`src/sv/spc_pkg.sv`:
```
// Shared types and constants for the sprite pixel compositor.
// Holds the configuration register indexes and the configuration struct.
// No dependencies.
`timescale 1ns / 1ps

package spc_pkg;

    localparam int CLIP_POS_W  = 11;
    localparam int CLIP_LEN_W  = 12;
    localparam int COLOUR_W    = 16;
    localparam int ALPHA_W     = 8;
    localparam int CFG_INDEX_W = 3;
    localparam int CFG_DATA_W  = 16;

    typedef enum logic [CFG_INDEX_W-1:0] {
        CFG_CLIP_LEFT    = 3'd0,
        CFG_CLIP_TOP     = 3'd1,
        CFG_CLIP_WIDTH   = 3'd2,
        CFG_CLIP_HEIGHT  = 3'd3,
        CFG_KEY_COLOUR   = 3'd4,
        CFG_KEY_ENABLE   = 3'd5,
        CFG_ALPHA_ENABLE = 3'd6
    } t_cfg_index;

    typedef struct packed {
        logic [CLIP_POS_W-1:0] clip_left;
        logic [CLIP_POS_W-1:0] clip_top;
        logic [CLIP_LEN_W-1:0] clip_width;
        logic [CLIP_LEN_W-1:0] clip_height;
        logic [COLOUR_W-1:0]   key_colour;
        logic                  key_enable;
        logic                  alpha_enable;
    } t_cfg;

endpackage

```
`src/sv/sprite_pixel_compositor_top.sv`:
```
// Top level of the sprite pixel compositor: input register, drop and blend logic,
// result register. Depends on spc_pkg, spc_cfg, spc_drop and spc_blend.
`timescale 1ns / 1ps

// Usage:
// An item (pixel position, source colour, source alpha, framebuffer colour) is
// taken at each rising edge with i_start high and o_busy low. o_busy is always
// low, so one item can be taken every clock cycle.
// Each item gives exactly one result: o_valid is high for one cycle, after the
// input and result registers, with o_write_enable and o_result_colour. A dropped
// item (colour key hit or outside the clip rectangle) shows o_write_enable low
// and the framebuffer colour unchanged.
// Throughput is one item per cycle, with the input register and the result
// register around combinational drop and blend logic. The receiver cannot stall;
// results must be taken when o_valid is high. Registers are written through
// i_cfg_we, i_cfg_index and i_cfg_wdata only while no item is in flight; the user
// must keep to this, the block does not enforce it. A synchronous reset (i_rst_n
// low) zeroes the config and valid registers and discards any item in flight.
module sprite_pixel_compositor_top #(
    parameter int COORD_WIDTH = 12
) (
    input  logic                             i_clk,
    input  logic                             i_rst_n,
    input  logic                             i_start,
    output logic                             o_busy,
    input  logic signed [COORD_WIDTH-1:0]    i_pixel_x,
    input  logic signed [COORD_WIDTH-1:0]    i_pixel_y,
    input  logic [spc_pkg::COLOUR_W-1:0]     i_source_colour,
    input  logic [spc_pkg::ALPHA_W-1:0]      i_source_alpha,
    input  logic [spc_pkg::COLOUR_W-1:0]     i_dest_colour,
    input  logic                             i_cfg_we,
    input  logic [spc_pkg::CFG_INDEX_W-1:0]  i_cfg_index,
    input  logic [spc_pkg::CFG_DATA_W-1:0]   i_cfg_wdata,
    output logic                             o_valid,
    output logic                             o_write_enable,
    output logic [spc_pkg::COLOUR_W-1:0]     o_result_colour
);
    import spc_pkg::*;

    t_cfg                           cfg;
    logic                           r_in_valid;
    logic signed [COORD_WIDTH-1:0]  r_pixel_x;
    logic signed [COORD_WIDTH-1:0]  r_pixel_y;
    logic [COLOUR_W-1:0]            r_source_colour;
    logic [ALPHA_W-1:0]             r_source_alpha;
    logic [COLOUR_W-1:0]            r_dest_colour;
    logic                           drop;
    logic [COLOUR_W-1:0]            blended;
    logic                           n_write_enable;
    logic [COLOUR_W-1:0]            n_result_colour;
    logic                           r_valid;
    logic                           r_write_enable;
    logic [COLOUR_W-1:0]            r_result_colour;
    logic                           accept;

    assign o_busy = 1'b0;
    assign accept = i_start && !o_busy;

    spc_cfg u_cfg (
        .i_clk       (i_clk),
        .i_rst_n     (i_rst_n),
        .i_cfg_we    (i_cfg_we),
        .i_cfg_index (i_cfg_index),
        .i_cfg_wdata (i_cfg_wdata),
        .o_cfg       (cfg)
    );

    always_ff @(posedge i_clk) begin
        if (!i_rst_n) begin
            r_in_valid <= 1'b0;
        end else begin
            r_in_valid <= accept;
        end
    end

    always_ff @(posedge i_clk) begin
        if (accept) begin
            r_pixel_x       <= i_pixel_x;
            r_pixel_y       <= i_pixel_y;
            r_source_colour <= i_source_colour;
            r_source_alpha  <= i_source_alpha;
            r_dest_colour   <= i_dest_colour;
        end
    end

    spc_drop #(
        .COORD_WIDTH (COORD_WIDTH)
    ) u_drop (
        .i_cfg           (cfg),
        .i_pixel_x       (r_pixel_x),
        .i_pixel_y       (r_pixel_y),
        .i_source_colour (r_source_colour),
        .o_drop          (drop)
    );

    spc_blend u_blend (
        .i_source_colour (r_source_colour),
        .i_dest_colour   (r_dest_colour),
        .i_source_alpha  (r_source_alpha),
        .o_colour        (blended)
    );

    always_comb begin
        n_write_enable = r_in_valid && !drop;
        if (drop) begin
            n_result_colour = r_dest_colour;
        end else if (cfg.alpha_enable) begin
            n_result_colour = blended;
        end else begin
            n_result_colour = r_source_colour;
        end
    end

    always_ff @(posedge i_clk) begin
        if (!i_rst_n) begin
            r_valid        <= 1'b0;
            r_write_enable <= 1'b0;
        end else begin
            r_valid        <= r_in_valid;
            r_write_enable <= n_write_enable;
        end
    end

    always_ff @(posedge i_clk) begin
        r_result_colour <= n_result_colour;
    end

    assign o_valid         = r_valid;
    assign o_write_enable  = r_write_enable;
    assign o_result_colour = r_result_colour;

    a_item_to_result: assert property (@(posedge i_clk) disable iff (!i_rst_n)
        accept |=> r_in_valid ##1 o_valid)
        else $error("accepted item did not produce a result");

    a_drop_keeps_dest: assert property (@(posedge i_clk) disable iff (!i_rst_n)
        (r_in_valid && drop) |=>
            (o_valid && !o_write_enable && o_result_colour == $past(r_dest_colour)))
        else $error("dropped item did not return the framebuffer colour");

    a_opaque_is_source: assert property (@(posedge i_clk) disable iff (!i_rst_n)
        (r_in_valid && !drop && cfg.alpha_enable && r_source_alpha == 8'hFF) |=>
            (o_write_enable && o_result_colour == $past(r_source_colour)))
        else $error("opaque blend did not return the source colour");

    a_write_needs_valid: assert property (@(posedge i_clk) disable iff (!i_rst_n)
        o_write_enable |-> o_valid)
        else $error("write enable without a result strobe");

endmodule

```
`src/sv/spc_cfg.sv`:
```
// Configuration register file of the sprite pixel compositor.
// Depends on spc_pkg for the register indexes and the t_cfg struct.
`timescale 1ns / 1ps

module spc_cfg (
    input  logic                           i_clk,
    input  logic                           i_rst_n,
    input  logic                           i_cfg_we,
    input  logic [spc_pkg::CFG_INDEX_W-1:0] i_cfg_index,
    input  logic [spc_pkg::CFG_DATA_W-1:0]  i_cfg_wdata,
    output spc_pkg::t_cfg                  o_cfg
);
    import spc_pkg::*;

    t_cfg r_cfg;
    t_cfg n_cfg;

    always_comb begin
        n_cfg = r_cfg;
        if (i_cfg_we) begin
            case (t_cfg_index'(i_cfg_index))
                CFG_CLIP_LEFT:    n_cfg.clip_left    = i_cfg_wdata[CLIP_POS_W-1:0];
                CFG_CLIP_TOP:     n_cfg.clip_top     = i_cfg_wdata[CLIP_POS_W-1:0];
                CFG_CLIP_WIDTH:   n_cfg.clip_width   = i_cfg_wdata[CLIP_LEN_W-1:0];
                CFG_CLIP_HEIGHT:  n_cfg.clip_height  = i_cfg_wdata[CLIP_LEN_W-1:0];
                CFG_KEY_COLOUR:   n_cfg.key_colour   = i_cfg_wdata[COLOUR_W-1:0];
                CFG_KEY_ENABLE:   n_cfg.key_enable   = i_cfg_wdata[0];
                CFG_ALPHA_ENABLE: n_cfg.alpha_enable = i_cfg_wdata[0];
                default: ;
            endcase
        end
    end

    always_ff @(posedge i_clk) begin
        if (!i_rst_n) begin
            r_cfg <= '0;
        end else begin
            r_cfg <= n_cfg;
        end
    end

    assign o_cfg = r_cfg;

endmodule

```
`src/sv/spc_drop.sv`:
```
// Drop decision: clip rectangle test and colour key test for one item.
// Depends on spc_pkg for t_cfg and the field widths.
`timescale 1ns / 1ps

module spc_drop #(
    parameter int COORD_WIDTH = 12
) (
    input  spc_pkg::t_cfg                   i_cfg,
    input  logic signed [COORD_WIDTH-1:0]   i_pixel_x,
    input  logic signed [COORD_WIDTH-1:0]   i_pixel_y,
    input  logic [spc_pkg::COLOUR_W-1:0]    i_source_colour,
    output logic                            o_drop
);
    import spc_pkg::*;

    localparam int MW = (COORD_WIDTH - 1 > CLIP_LEN_W + 1) ? COORD_WIDTH - 1 : CLIP_LEN_W + 1;

    logic [MW-1:0] x_mag;
    logic [MW-1:0] y_mag;
    logic [MW-1:0] x_lo;
    logic [MW-1:0] y_lo;
    logic [MW-1:0] x_hi;
    logic [MW-1:0] y_hi;
    logic          x_in;
    logic          y_in;
    logic          keyed;

    assign x_mag = MW'(i_pixel_x[COORD_WIDTH-2:0]);
    assign y_mag = MW'(i_pixel_y[COORD_WIDTH-2:0]);
    assign x_lo  = MW'(i_cfg.clip_left);
    assign y_lo  = MW'(i_cfg.clip_top);
    assign x_hi  = MW'(i_cfg.clip_left) + MW'(i_cfg.clip_width);
    assign y_hi  = MW'(i_cfg.clip_top) + MW'(i_cfg.clip_height);

    // A negative coordinate is never inside the rectangle.
    assign x_in  = !i_pixel_x[COORD_WIDTH-1] && (x_mag >= x_lo) && (x_mag < x_hi);
    assign y_in  = !i_pixel_y[COORD_WIDTH-1] && (y_mag >= y_lo) && (y_mag < y_hi);
    assign keyed = i_cfg.key_enable && (i_source_colour == i_cfg.key_colour);

    assign o_drop = keyed || !x_in || !y_in;

endmodule

```
`src/sv/spc_blend.sv`:
```
// Per-channel alpha blend of two byte-swapped RGB565 colours.
// Depends on spc_pkg for the colour and alpha widths.
`timescale 1ns / 1ps

module spc_blend (
    input  logic [spc_pkg::COLOUR_W-1:0] i_source_colour,
    input  logic [spc_pkg::COLOUR_W-1:0] i_dest_colour,
    input  logic [spc_pkg::ALPHA_W-1:0]  i_source_alpha,
    output logic [spc_pkg::COLOUR_W-1:0] o_colour
);
    import spc_pkg::*;

    logic [COLOUR_W-1:0] us;
    logic [COLOUR_W-1:0] ud;
    logic [ALPHA_W:0]    inv_a;
    logic [14:0]         sum_r;
    logic [14:0]         sum_g;
    logic [14:0]         sum_b;
    logic [COLOUR_W-1:0] raw;

    assign us    = {i_source_colour[7:0], i_source_colour[15:8]};
    assign ud    = {i_dest_colour[7:0], i_dest_colour[15:8]};
    assign inv_a = 9'd256 - {1'b0, i_source_alpha};

    assign sum_r = 15'(us[15:11]) * 15'(i_source_alpha) + 15'(ud[15:11]) * 15'(inv_a);
    assign sum_g = 15'(us[10:5])  * 15'(i_source_alpha) + 15'(ud[10:5])  * 15'(inv_a);
    assign sum_b = 15'(us[4:0])   * 15'(i_source_alpha) + 15'(ud[4:0])   * 15'(inv_a);

    assign raw = {sum_r[12:8], sum_g[13:8], sum_b[12:8]};

    always_comb begin
        if (i_source_alpha == 8'h00) begin
            o_colour = i_dest_colour;
        end else if (i_source_alpha == 8'hFF) begin
            o_colour = i_source_colour;
        end else begin
            o_colour = {raw[7:0], raw[15:8]};
        end
    end

endmodule
```
`config.mk`:
```
export PLATFORM = sky130hd
export DESIGN_NAME = sprite_pixel_compositor_top
export DESIGN_NICKNAME = d
export VERILOG_FILES = /design/src/sv/spc_pkg.sv /design/src/sv/sprite_pixel_compositor_top.sv /design/src/sv/spc_cfg.sv /design/src/sv/spc_drop.sv /design/src/sv/spc_blend.sv
export SDC_FILE = /design/constraint.sdc
export NUM_CORES = 1
export LEC_CHECK = 0
export BUFFER_PORTS_ARGS = -buffer_cell sky130_fd_sc_hd__buf_2
export CAP_MARGIN = 10
export CORE_MARGIN = 4
export CORE_UTILIZATION = 45
export CTS_BUF_LIST = sky130_fd_sc_hd__clkbuf_16
export CTS_CLUSTER_SIZE = 25
export DETAILED_ROUTE_END_ITERATION = 6
export GPL_ROUTABILITY_DRIVEN = 1
export PLACE_DENSITY_LB_ADDON = 0.08
export SLEW_MARGIN = 30
export SYNTH_ARGS = -nofsm -noshare
export SYNTH_HDL_FRONTEND = slang
export SYNTH_SLANG_ARGS = --single-unit
```
`constraint.sdc`:
```
create_clock -name i_clk -period 14.75 [get_ports i_clk]
set_clock_uncertainty 0.15 [all_clocks]
set_input_delay 1.475 -clock i_clk [delete_from_list [all_inputs] [get_ports i_clk]]
set_output_delay 1.475 -clock i_clk [all_outputs]
set_load 0.02 [all_outputs]
```
=== Yosys cells after proc, flatten, opt, wreduce, memory -nomap -nowiden ===
Index checks and enable logic that the tools add are counted.

* Output and inout bits: 19
* Bits in registers: 147
* Input bits: 87
* Logic and storage cells: 66

* Order comparisons: 4
* Mux-type cells: 4
* Multiply operators: 6
* Reductions and logical operators: 22
* Add/subtract/negate cells: 6
* Equality and inequality tests: 8

{| class="wikitable"
|+ Operators by type and width
! kind !! number
|-
| 16-bit two-way mux || 4
|-
| 11-bit by 12-bit adder with 13-bit output || 2
|-
| 13-bit adder || 2
|-
| 11-bit by 13-bit < comparator with 1-bit output || 2
|-
| 5-bit by 8-bit multiplier with 13-bit output || 2
|-
| 5-bit by 9-bit multiplier with 13-bit output || 2
|-
| 11-bit >= comparator || 2
|-
| 16-bit equality test || 1
|-
| 14-bit adder || 1
|-
| 6-bit by 8-bit multiplier with 14-bit output || 1
|-
| 6-bit by 9-bit multiplier with 14-bit output || 1
|-
| 2-bit AND reduction || 7
|-
| 3-bit equality test, second input constant || 3
|-
| 9-bit by 8-bit subtractor with 9-bit output, first input constant || 1
|-
| 8-bit equality test, second input constant || 1
|-
| 8-bit zero test || 1
|-
| 3-bit by 2-bit equality test with 1-bit output, second input constant || 2
|-
| 1-bit logical AND || 6
|-
| 1-bit zero test || 5
|-
| 3-bit by 1-bit equality test with 1-bit output, second input constant || 1
|-
| 3-bit zero test || 1
|-
| 1-bit logical OR || 2
|}

=== Depth between registers and ports, before layout ===
Gate-level depths: netlist (run 1).

* Depth after elaboration: 8
* Gate-level depth with buffers: 26
* Gate-level depth less buffers: 24

=== By module ===
Synthesis (run 1) repeated with hierarchy kept, for this count alone.

* Cell total of the unflattened synthesis: 1591
* Area, all modules: 15497.4 µm²

{| class="wikitable"
|+ Modules (own cells, without submodules)
! module !! instances !! area each (µm²) !! cells an instance
|-
| spc_blend || 1 || 8336.7 || 953
|-
| sprite_pixel_compositor_top || 1 || 2677.6 || 141
|-
| spc_cfg || 1 || 2371.0 || 230
|-
| spc_drop || 1 || 2112.0 || 267
|}

=== Worst setup path before layout (run 1) ===
Ideal clock, no wire load.

* Kind: flip-flop to flip-flop
* Start: register r_source_alpha[0]
* End: register r_result_colour[11] (netlist: o_result_colour[11])
* Setup time: 117 ps
* Setup slack: 8404 ps
* Data required time: 14483 ps
* Arrival: 6079 ps
* Buffers on the path: 2
* Cell stages (with the launch flop): 24
* Clock period less this slack: 6346 ps
* Path through: edfxtp_1 -> clkbuf_1 -> inv_1 -> ha_1 -> nand3_1 -> xor2_1 -> clkbuf_1 -> and2_1 -> fa_1 -> fa_1 -> fa_1 -> fa_1 -> inv_1 -> fa_1 -> inv_1 -> ha_1 -> or3_1 -> a221oi_2 -> a211oi_2 -> and2_4 -> o21a_1 -> or3_1 -> a32o_1 -> a22o_1

* Word-level cells in the longest chain between the ends: 7
* Elaborated cells on any way between the ends: 10
* Those cells by class: add/sub (2); mul (2); eq/ne (1); mux (4); reduce/logical (1)

{| class="wikitable"
|+ RTL lines
! what !! line !! RTL
|-
| from (decl) || sprite_pixel_compositor_top.sv:45 || <nowiki>logic [ALPHA_W-1:0] r_source_alpha;</nowiki>
|-
| from (signal assigned) || sprite_pixel_compositor_top.sv:81 || <nowiki>r_source_alpha <= i_source_alpha;</nowiki>
|-
| 9-bit by 8-bit subtractor with 9-bit output || spc_blend.sv:23 || <nowiki>assign inv_a = 9'd256 - {1'b0, i_source_alpha};</nowiki>
|-
| 5-bit by 9-bit multiplier with 13-bit output || spc_blend.sv:27 || <nowiki>assign sum_b = 15'(us[4:0]) * 15'(i_source_alpha) + 15'(ud[4:0]) * 15'(inv_a);</nowiki>
|-
| 13-bit adder || spc_blend.sv:27 ||
|-
| 16-bit two-way mux || spc_blend.sv:34 || <nowiki>end else if (i_source_alpha == 8'hFF) begin</nowiki>
|-
| 16-bit two-way mux * || spc_blend.sv:32 || <nowiki>if (i_source_alpha == 8'h00) begin</nowiki>
|-
| 16-bit two-way mux * || sprite_pixel_compositor_top.sv:107 || <nowiki>end else if (cfg.alpha_enable) begin</nowiki>
|-
| 16-bit two-way mux * || sprite_pixel_compositor_top.sv:105 || <nowiki>if (drop) begin</nowiki>
|-
| named net n_result_colour[11] || sprite_pixel_compositor_top.sv:50 || <nowiki>logic [COLOUR_W-1:0] n_result_colour;</nowiki>
|-
| to (signal assigned) || sprite_pixel_compositor_top.sv:125 || <nowiki>r_result_colour <= n_result_colour;</nowiki>
|-
| to (decl) || sprite_pixel_compositor_top.sv:53 || <nowiki>logic [COLOUR_W-1:0] r_result_colour;</nowiki>
|}

Mark *: on every way through the listed nets, which the timed path passes. The rest lies on a longest branch.
A chain may end at the register's enable or synchronous reset.

=== Final worst setup path (run 1) ===
* Start: register r_source_alpha[0]
* End: register r_result_colour[6] (netlist: o_result_colour[6])

* Word-level cells in the longest chain between the ends: 7
* Elaborated cells on any way between the ends: 10
* Those cells by class: add/sub (2); mul (2); eq/ne (1); mux (4); reduce/logical (1)

{| class="wikitable"
|+ RTL lines
! what !! line !! RTL
|-
| 9-bit by 8-bit subtractor with 9-bit output || spc_blend.sv:23 ||
|-
| 5-bit by 9-bit multiplier with 13-bit output || spc_blend.sv:25 || <nowiki>assign sum_r = 15'(us[15:11]) * 15'(i_source_alpha) + 15'(ud[15:11]) * 15'(inv_a);</nowiki>
|-
| 13-bit adder || spc_blend.sv:25 ||
|-
| 16-bit two-way mux || spc_blend.sv:34 ||
|-
| 16-bit two-way mux * || spc_blend.sv:32 ||
|-
| 16-bit two-way mux * || sprite_pixel_compositor_top.sv:107 ||
|-
| 16-bit two-way mux * || sprite_pixel_compositor_top.sv:105 ||
|-
| named net n_result_colour[6] || sprite_pixel_compositor_top.sv:50 ||
|}

Marks and branches as above.

==> reports/results.tsv, run 1 <==
stage	metric	value	unit
timing	finalSetupViolCount	0	
outcome	status	completed	
final_layout	final_cell_mix	nand2_1, inv_1, fa_1	
synth	synth_edf_count	64	
die	io_pins	106	
grt	grt_use_total	21.79	%
synth	synth_cell_type_count	58	
grt	grt_pass1_wl	62150	µm
job	cap_viol_max_count	0	
hold_path	worstHoldPathType	flop to flop	
power	sequentialPowerShare	16.7	%
detailed_routing	antenna_left	0	
synth	netlist_area	15250	µm²
timing	relSlewSlack	49.54	%
final_layout	drive_gt1_share	9.532	%
synth	syn_inst	1629	
clock_network	clock_latency	0.47	ns
die	rows	67	
synth	async_reset_ff_share	0	%
worst_setup_path	required	14.95	ns
synth	ys_ff_latch	147	
final_layout	postLayoutCoreUtil	50.32	%
synth	netlist.area_leader.share	24.29	%
final_layout	area_delta_synth_final	10.38	%
clock_network	cts_setup_buffers	0	
timing	fin_crit_sh	47.85	%
placement	hpwl	28510	µm
detailed_routing	drt-initial-drc-count	471	
worst_setup_path	worst_setup_path_start_kind	flop	
placement	port_buffers	104	
detailed_routing	vias	11002	
power	ir_drop	0.1498	mV
clock_network	numCtsBuffers	17	
clock_network	path_clk_slew	0.08	ns
synth	postSynthAreaPerCell	9.361	µm²
worst_setup_path	critPathKind	flop to flop	
clock_network	ctsResizeCount	0	
power	power_leakage	0.007757	µW
grt	grt_pass1_vias	11777	
worst_setup_path	rrSetupSlack	7.69	ns
worst_setup_path	timing.rr.start	r_source_alpha[0]$_DFFE_PP_	
clock_network	postCtsHoldBufs	0	
worst_setup_path	setup.worst_path.start	r_source_alpha[0]$_DFFE_PP_	
clock_network	root_buffer	clkbuf_16	
grt	grt.overflow.total	0	
detailed_routing	firstDrtPassIters	5	
timing	rsz0062_at_grt	false	
hold_path	hp-start	r_in_valid$_SDFF_PN0_	
synth	syn_nets	2064	
detailed_routing	viasPerCell	5.094	
synth	yosysSeqAreaShare	23.50	%
worst_setup_path	crit_fanout	32	
detailed_routing	routed_wl	37920	µm
timing	timing.setup.tns	0	ns
die	die_height	192.1	µm
die	start_util	45.59	%
detailed_routing	wl_per_cell	17.56	µm
worst_setup_path	end_kind	flop	
synth	yosysWarnings	0	
power	p_per_area	174.1	nW/µm²
final_layout	final_nets	2132	
timing	layout_min_cycle_time	7.058	ns
synth	ys.flop_type	dfxtp_1	
grt	antenna_found_initial	4	
power	p_comb_share	67.4	%
die	die_area	36900	µm²
clock_network	h-tree-depth	4	
power	power.share.clock	15.9	%
die	core	33450	µm²
die	die_x	192.1	µm
clock_network	cts.sinks	147	
synth	ys_top_cells_by_area	fa_1, ha_1, edfxtp_1	
detailed_routing	remaining_drc_errors	0	
timing	fmax	141.7	MHz
final_layout	final_common_cell	nand2_1	
power	sw_frac_of_total	44.80	%
synth	synth_area_leader_cell	fa_1	
clock_network	cts.path.max_buffers	2	
placement	gp_congestion	0.8460	
power	switchingPower	1313	µW
timing	worst_pin_slew	0.7519	ns
worst_setup_path	critPathArrivalTime	7.25	ns
grt	grt_max_degree	67	
clock_network	cts_tree	built	
timing	drv_slew	0	
timing	hold_viol_final	0	
power	intPower	1618	µW
-- cell usage after synthesis (13+ instances only) --
master	instances
xnor2_1	46
fa_1	185
o21ai_0	21
ha_1	163
nor3_1	13
buf_2	15
edfxtp_1	64
dfxtp_1	83
inv_1	230
clkbuf_1	51
and2_1	154
nand3_1	26
a21oi_1	37
nor2_1	35
xor2_1	18
nand2_1	265
a21boi_0	65
-- critical path: stages, from the launching register on --
cell and delay [ns]:
edfxtp_1 0.32, buf_4 0.30, inv_1 0.12, ha_1 0.26, xnor2_1 0.57, buf_4 0.32, nand2_1 0.09, fa_1 0.49
fa_1 0.54, inv_1 0.05, fa_1 0.50, fa_1 0.54, inv_1 0.06, fa_1 0.54, inv_1 0.05, ha_1 0.28
and4_1 0.21, a21oi_1 0.07, a211oi_1 0.63, a21o_1 0.24, a21oi_1 0.09, xnor2_1 0.15, a22o_1 0.21, a22o_1 0.18
-- logic make-up (layout without fill, tap and decap cells) --
logic type                 count (synthesis)  after routing  synth area share [%]
adders and majority gates                348            348                 37.66
xor gates and xnor gates                  64             64                 3.676
DFF                                      147            147                 23.50
muxes                                      7              7                0.4677
buffers and inverters                    301            382                 7.557
AOI/OAI and AO/OA                        212            212                 9.715
other                                      1              3               0.02459
and+or+nand+nor                          549            549                 17.40
-- state kept, by name (all words and copies together) (netlist names) --
signal,cells
u_cfg.o_cfg,64
r_pixel_x,12
o_valid,1
r_source_colour,16
o_write_enable,1
r_dest_colour,16
r_pixel_y,12
r_in_valid,1
o_result_colour,16
r_source_alpha,8
-- through the flow --
stage	hold slack (ns)	power, µW	cell area, µm²	std cells	setup slack, ns
after detailed placement	0.3162	2451	16180	2125	7.761
after floorplan	0.2706	2029	15250	1629	8.404
after global placement	0.3130	2419	16170	2125	7.676
final	0.2957	2930	16830	2160	7.692
after CTS	0.3060	2949	16800	2157	7.679
after global routing	0.3324	3284	16830	2159	7.286
-- power by group through the flow --
| stage | logic (µW) | clock network (µW) | registers (µW) |
|---|---|---|---|
| finish | 1980 | 467 | 488 |
| global route | 2300 | 496 | 492 |
| CTS | 1980 | 477 | 488 |
| detailed placement | 1950 | 0 | 497 |
| global placement | 1920 | 0 | 497 |
| floorplan | 1560 | 0 | 473 |
-- cell type report --
type	instances	area [µm²]
inverters	230	863.3
diodes	2	5.005
flip-flops and latches	147	3583
repair buffers	120	658.1
clock buffers	20	500.5
well taps	448	560.5
fillers	3197	16620
multi-input cells	1181	10540
clock inverters	12	122.6
-- path summary, 6_finish.rpt --
path	endpoint	depth (start not counted)
max reg2reg	o_result_colour[6]$_DFF_P_	23
max	o_result_colour[6]$_DFF_P_	23
min reg2reg	o_valid$_SDFF_PN0_	1
min	o_valid$_SDFF_PN0_	1
-- routing by layer --
metal / GRT usage (%) / routed length (µm) / vias up / part of all wire [%]
met1: 27.84 / 16520 / 5388 / 44
met4: 8.009 / 1157 / 2 / 3.1
li1: - / - / 5384 / -
met2: 37.77 / 19040 / 172 / 50
met5: 0 / 7 / - / 0.018
met3: 2.999 / 1190 / 56 / 3.1
Power figures use the tool's default switching activity.
==> inputs of run 2 (changes only) <==
ABC_AREA = 1   (was unset)
clock period = 6.08 ns   (was 14.75 ns; I/O delays follow)
==> run 2 against run 1 <==
Setup slack lost 7.5 ns. Final cell count grew 25%. Area after synthesis grew 7.2%. Via count grew 23%. Critical path type unchanged. Clock power grew 140%. Non-clock buffer count grew 20. Global-route usage grew 2.0 points. Count of clock-buffer cells in the layout shrank 2. Die area grew 6.9%. First-iteration DRC count grew 48%.
==> reports/results.tsv, run 2 <==
stage	metric	value	unit	change
outcome	status	completed		
detailed_routing	antenna_left	0		unchanged
synth	syn_inst	2138		+31%
clock_network	clock_latency	0.46	ns	about the same
placement	hpwl	35290	µm	+24%
timing	fin_crit_sh	96.91	%	+49 points
clock_network	cts_tree	built		
die	core	35660	µm²	+6.6%
synth	ys.flop_type	dfxtp_1		
placement	port_buffers	104		unchanged
clock_network	numCtsBuffers	17		unchanged
placement	gp_congestion	0.9183		+8.5%
detailed_routing	remaining_drc_errors	0		unchanged
die	start_util	45.83	%	+0.24 points
clock_network	cts.sinks	147		unchanged
detailed_routing	viasPerCell	5.029		-1.3%
synth	async_reset_ff_share	0	%	unchanged
detailed_routing	routed_wl	45020	µm	+19%
worst_setup_path	end_kind	flop		
detailed_routing	wl_per_cell	16.68	µm	-5.0%
synth	syn_nets	2573		+25%
synth	synth_area_leader_cell	fa_1		
synth	postSynthAreaPerCell	7.644	µm²	-18%
detailed_routing	drt-initial-drc-count	696		+48%
grt	grt_max_degree	66		-1.5%
synth	yosysMostFrequentCell	nand2_1		
die	die_height	198.6	µm	+3.4%
timing	finalSetupViolCount	0		unchanged
power	ir_drop	0.3405	mV	+130%
final_layout	final_nets	2660		+25%
worst_setup_path	crit_slowest_cell	fa_1		
timing	rsz0062_at_grt	true		
die	die_x	198.6	µm	+3.4%
worst_setup_path	worst_path_largest_cell_delay	0.53	ns	-0.10 ns
die	die_area	39430	µm²	+6.9%
placement	placedCellCount	2661		+25%
worst_setup_path	worst_path_most_repeated_cell	inv_1		
synth	netlist_area	16340	µm²	+7.2%
timing	fmax	169.7	MHz	+20%
hold_path	worstHoldPathType	primary input to flop		
worst_setup_path	crit_fanout	5		-84%
grt	grt_pass1_wl	73380	µm	+18%
timing	worst_pin_slew	0.9536	ns	+0.2017 ns
die	rows	69		+3.0%
detailed_routing	vias	13572		+23%
final_layout	largest_reg_flops	64		unchanged
worst_setup_path	critPathArrivalTime	6.13	ns	-1.12 ns
timing	holdWs	0.1733	ns	-0.1224 ns
clock_network	root_buffer	clkbuf_16		
grt	grt.overflow.total	0		unchanged
final_layout	final_area	18140	µm²	+7.8%
power	power_leakage	0.009745	µW	+26%
worst_setup_path	critPathKind	flop to flop		
final_layout	final_cell_mix	nand2_1, inv_1, nor2_1		
worst_setup_path	required	6.32	ns	-8.63 ns
synth	synth_edf_count	64		unchanged
final_layout	final_common_cell	nand2_1		
clock_network	postCtsHoldBufs	0		unchanged
die	io_pins	106		unchanged
timing	relSlewSlack	36.08	%	-13 points
synth	yosysWarnings	0		unchanged
detailed_routing	firstDrtPassIters	6		+1
power	p_per_area	491.4	nW/µm²	+180%
placement	dpl_cell_area	17330	µm²	+7.1%
synth	yosysSeqAreaShare	21.93	%	-1.6 points
timing	drv_slew	0		unchanged
grt	grt_pass1_vias	14118		+20%
timing	layout_min_cycle_time	5.892	ns	-1.166 ns
clock_network	cts.path.max_buffers	2		unchanged
synth	ys_ff_latch	147		unchanged
final_layout	diodes	0		-2
clock_network	path_clk_slew	0.08	ns	about the same
job	cap_viol_max_count	0		unchanged
synth	ys_top_cells_by_area	fa_1, ha_1, edfxtp_1		
worst_setup_path	worst_setup_path_start_kind	flop		
final_layout	drive_gt1_share	10.46	%	+0.92 points
clock_network	h-tree-depth	4		unchanged
grt	antenna_found_initial	1		-3
timing	hold_viol_final	0		unchanged
synth	synth_cell_type_count	44		-24%
final_layout	area_delta_synth_final	11.01	%	
final_layout	stdcell_count	2699		+25%
synth	synth_common_cells	nand2_1, inv_1, nor2_1, fa_1, ha_1		
synth	netlist.area_leader.share	22.66	%	-1.6 points
grt	grt_use_total	23.77	%	+2.0 points
-- run 2: per-layer routing --
metal | vias to the layer above | track usage (%) | wire (µm)
met5 | - | 0 | 7
met4 | 2 | 6.510 | 1072
met3 | 72 | 4.048 | 2361
met2 | 331 | 41.79 | 22210
met1 | 6477 | 30.34 | 19370
li1 | 6690 | - | -
-- run 2: worst paths after layout --
check | from | to | slack [ns] | depth (start not counted)
worst max-delay path | r_source_alpha[0]$_DFFE_PP_ | o_result_colour[0]$_DFF_P_ | 0.19 | 30
worst min-delay path | i_dest_colour[15] | r_dest_colour[15]$_DFFE_PP_ | 0.17 | 1
worst max register to register | r_source_alpha[0]$_DFFE_PP_ | o_result_colour[0]$_DFF_P_ | 0.19 | 30
worst min register to register | r_in_valid$_SDFF_PN0_ | o_valid$_SDFF_PN0_ | 0.29 | 2
-- run 2: worst max-delay path: cells and delay by family, from the launching register on --
family | cells | cell delay [ns]
fa+ha+maj | 6 | 2.92
simple gates | 14 | 1.33
buf+inv | 8 | 0.65
flops | 1 | 0.44
xor+xnor | 1 | 0.18
compound gates | 1 | 0.14
-- run 2: repair_timing --
item / 4_1_cts / 5_1_grt
gates resized for setup: 0 / 37
endpoints found under the setup margin: 0 / 16
setup buffers: 0 / 5
-- run 2: logic make-up (layout without fill, tap and decap cells) --
logic type | after synthesis | count (layout) | synth area share [%]
adders and majority gates | 348 | 348 | 35.14
other | 1 | 1 | 0.02295
DFF | 147 | 147 | 21.93
xor gates and xnor gates | 34 | 34 | 1.868
buffers and inverters | 520 | 620 | 12.40
AOI/OAI and AO/OA | 226 | 226 | 7.434
and+or+nand+nor | 862 | 862 | 21.21
-- run 2: where the power goes --
part | internal [µW] | leakage [µW] | switching (µW) | total, µW
sequential | 1100 | 0.00131 | 92.7 | 1190
combinational | 2620 | 0.00814 | 3960 | 6580
clock | 643 | 0.000298 | 502 | 1140
-- run 2: through the flow --
step	setup WS, ns	util (%)	setup TNS (ns)	power (µW)
6_report	0.1877	50.88	0	8914
5_1_grt	-0.1014	50.88	-0.5151	10080
4_1_cts	0.1170	50.32	0	8623
3_5_place_dp	0.1506	48.60	0	7419
3_3_place_gp	0.2118	48.60	0	7375
2_1_floorplan	0.03891	-	0	6026
-- run 2: cell type report --
cell class | instances | area (µm²)
inverters | 448 | 1682
multi-input cells | 1471 | 10870
fillers | 3557 | 17510
well taps | 461 | 576.8
flip-flops and latches | 147 | 3583
clock buffers | 18 | 450.4
clock inverters | 14 | 163.9
repair buffers | 140 | 812.0
==> inputs of run 3 (changes only) <==
ABC_AREA = unset   (was 1)
CORE_UTILIZATION = 40   (was 45)
==> run 3 against run 2 <==
The run now ends with negative setup slack left. Combinational power decreased by 8.7%. Largest cell class unchanged. Final cell count decreased by 15%. Via count decreased by 17%. Critical path type unchanged. Maximum frequency decreased by 3.6%. Final area decreased by 1.4%. Count of clock-buffer cells in the layout increased by 1. Wire length decreased by 8.6%. Largest power group unchanged. Flip-flop and latch count unchanged. Critical path depth decreased by 7.
==> reports/results.tsv, run 3 (synthesized netlist as in run 1, its figures left out) <==
stage	metric	value	unit	change
grt	grt_max_degree	67		+1.5%
hold_path	hp-start	i_dest_colour[3]		
hold_path	worstHoldPathType	primary input to flop		
outcome	status	complete, but fails checks		
final_layout	multi_input_area	10920	µm²	+0.41%
placement	placedCellCount	2244		-16%
clock_network	cts.sinks	147		unchanged
timing	drv_slew	0		unchanged
die	io_pins	106		unchanged
detailed_routing	antenna_left	0		unchanged
worst_setup_path	worst_path_largest_cell_delay	0.53	ns	about the same
timing	relSlewSlack	50.84	%	+15 points
final_layout	seq_area	3583	µm²	unchanged
placement	hpwl	32660	µm	-7.4%
detailed_routing	vias	11290		-17%
timing	finalSetupViolCount	1		+1
detailed_routing	drt-initial-drc-count	482		-31%
detailed_routing	wl_per_cell	17.84	µm	+7.0%
worst_setup_path	required	6.24	ns	-0.08 ns
clock_network	postCtsHoldBufs	0		unchanged
detailed_routing	met2_length	20800	µm	-6.3%
worst_setup_path	setup.worst_path.start	r_source_alpha[0]$_DFFE_PP_		
final_layout	final_common_cell	nand2_1		
timing	worst_pin_slew	0.7356	ns	-0.2180 ns
worst_setup_path	cp_top_family	adder cells		
die	die_x	203.3	µm	+2.4%
clock_network	path_clk_slew	0.07	ns	about the same
clock_network	cts_tree	built		
grt	grt.overflow.total	0		unchanged
worst_setup_path	crit_end	o_result_colour[11]$_DFF_P_		
final_layout	fillers	3707		+4.2%
worst_setup_path	crit_chain	inv_2, ha_4, nand2_4, xor2_4, and2_4, fa_1, inv_1, fa_1, inv_1, fa_1, fa_1, inv_1, fa_1, inv_1, ha_4, or3_4, a221oi_4, a211oi_4, and2_4, o21a_1, or3_1, a32o_1, a22o_1		
detailed_routing	wl_met1	17870	µm	-7.8%
clock_network	numCtsBuffers	17		unchanged
placement	gp_congestion	0.8431		-8.2%
detailed_routing	routed_wl	41130	µm	-8.6%
clock_network	h-tree-depth	4		unchanged
grt	grt_use_total	20.73	%	-3.0 points
timing	fin_crit_sh	100.5	%	+3.6 points
timing	layout_min_cycle_time	6.112	ns	+0.2201 ns
worst_setup_path	crit_fanout	3		-2
die	core	37670	µm²	+5.6%
worst_setup_path	critPathKind	flop to flop		
power	p_per_area	458.6	nW/µm²	-6.7%
worst_setup_path	critPathArrivalTime	6.28	ns	+0.15 ns
final_layout	stdcell_count	2305		-15%
grt	grt_pass1_wl	67200	µm	-8.4%
placement	dpl_worst_slack	-0.2498	ns	-0.4004 ns
timing	holdWs	0.1893	ns	+0.01602 ns
die	start_util	40.49	%	-5.3 points
timing	hold_viol_final	0		unchanged
outcome	violations	negative setup slack		
final_layout	largest_reg_flops	64		unchanged
timing	fmax	163.6	MHz	-3.6%
clock_network	clock_latency	0.44	ns	-0.02 ns
grt	grt_pass1_vias	12244		-13%
final_layout	final_nets	2214		-17%
job	cap_viol_max_count	0		unchanged
placement	port_buffers	104		unchanged
detailed_routing	maxUsedRoutingLayer	met5		
final_layout	area_delta_synth_final	17.31	%	
clock_network	root_buffer	clkbuf_16		
worst_setup_path	crit_cells	23		-23%
worst_setup_path	path_buf_inv	5		-3
final_layout	drive_gt1_share	17.19	%	+6.7 points
worst_setup_path	worst_setup_path_start_kind	flop		
worst_setup_path	crit_slowest_cell	fa_1		
die	rows	71		+2.9%
worst_setup_path	worst_path_most_repeated_cell	fa_1		
worst_setup_path	rr_endpoint	o_result_colour[11]$_DFF_P_		
final_layout	final_cell_mix	nand2_1, inv_1, fa_1		
timing	layout_setup_ws	-0.03237	ns	-0.2201 ns
detailed_routing	remaining_drc_errors	0		unchanged
worst_setup_path	reg2regPathDepth	23		-23%
clock_network	cts.path.max_buffers	2		unchanged
grt	antenna_found_initial	3		+2
timing	rsz0062_at_grt	true		
detailed_routing	wl_met3	1202	µm	-49%
worst_setup_path	end_kind	flop		
power	power_leakage	0.008222	µW	-16%
worst_setup_path	rrSetupSlack	-0.03	ns	-0.22 ns
worst_setup_path	timing.rr.start	r_source_alpha[0]$_DFFE_PP_		
power	ir_drop	0.4425	mV	+30%
die	die_area	41310	µm²	+4.8%
detailed_routing	viasPerCell	4.898		-2.6%
die	die_height	203.3	µm	+2.4%
detailed_routing	firstDrtPassIters	4		-2
## run 3: changes by cell type in the layout (fill, tap and decap cells not counted), moves of 16 or more
cell / change
nand2_1: -236
inv_1: -218
nor2_1: -205
and2_1: +142
o21ai_0: -77
a21boi_0: +65
a21oi_1: -55
buf_4: +48
nand3_1: -40
xnor2_1: +21
nor2_2: -16
## run 3: what timing repair did
item,4_1_cts,5_1_grt
resized for setup,45,42
pin swaps,35,40
endpoints found under the setup margin,8,13
setup buffers,23,7
## run 3: stage by stage
| stage | TNS, ns | total power [µW] | util, % | area (µm²) |
|---|---|---|---|---|
| 2_1_floorplan | -0.04979 | 4930 | - | 15320 |
| 3_3_place_gp | -0.5840 | 6208 | 44.39 | 16720 |
| 3_5_place_dp | -1.137 | 6253 | 44.39 | 16720 |
| 4_1_cts | -0.1455 | 7771 | 46.90 | 17670 |
| 5_1_grt | -1.764 | 9152 | 47.50 | 17890 |
| 6_report | -0.03237 | 8204 | 47.50 | 17890 |
## run 3: worst register-to-register path: cells and delay by family, from the launching register on
| family | cells | cell delay [ns] |
|---|---|---|
| fa+ha+maj | 7 | 2.78 |
| compound gates | 5 | 1.04 |
| xor+xnor | 1 | 0.20 |
| flops | 1 | 0.41 |
| simple gates | 5 | 1.10 |
| buf+inv | 5 | 0.33 |
## run 3: power by group
part / internal, µW / switching, µW / total (µW)
registers: 1090 / 83.7 / 1170
clock network: 569 / 449 / 1020
logic: 2910 / 3100 / 6010
## run 3: cell type report
cell class | count | share of cell area (%)
Clock inverter | 13 | 0.4476
Multi-Input combinational cell | 1181 | 61.03
Antenna cell | 2 | 0.02798
Clock buffer | 19 | 2.658
Inverter | 230 | 4.826
Sequential cell | 147 | 20.03
Tap cell | 511 | 3.574
Timing Repair Buffer | 202 | 7.407
## run 3: worst min path at each step
stage	depth (start not counted)	slack, ns	to
after detailed placement	2	0.32	u_cfg.o_cfg[23]$_SDFFE_PN0P_
after global routing	1	0.17	r_pixel_y[1]$_DFFE_PP_
final	1	0.19	r_dest_colour[3]$_DFFE_PP_
after floorplan	1	0.27	o_valid$_SDFF_PN0_
after global placement	2	0.32	u_cfg.o_cfg[23]$_SDFFE_PN0P_
after CTS	1	0.17	r_pixel_y[11]$_DFFE_PP_
## run 3: routing by layer
| layer | GRT usage [%] | vias up |
|---|---|---|
| li1 | - | 5535 |
| met1 | 26.42 | 5537 |
| met2 | 36.34 | 164 |
| met3 | 3.148 | 52 |
| met4 | 6.649 | 2 |
| met5 | 0 | - |
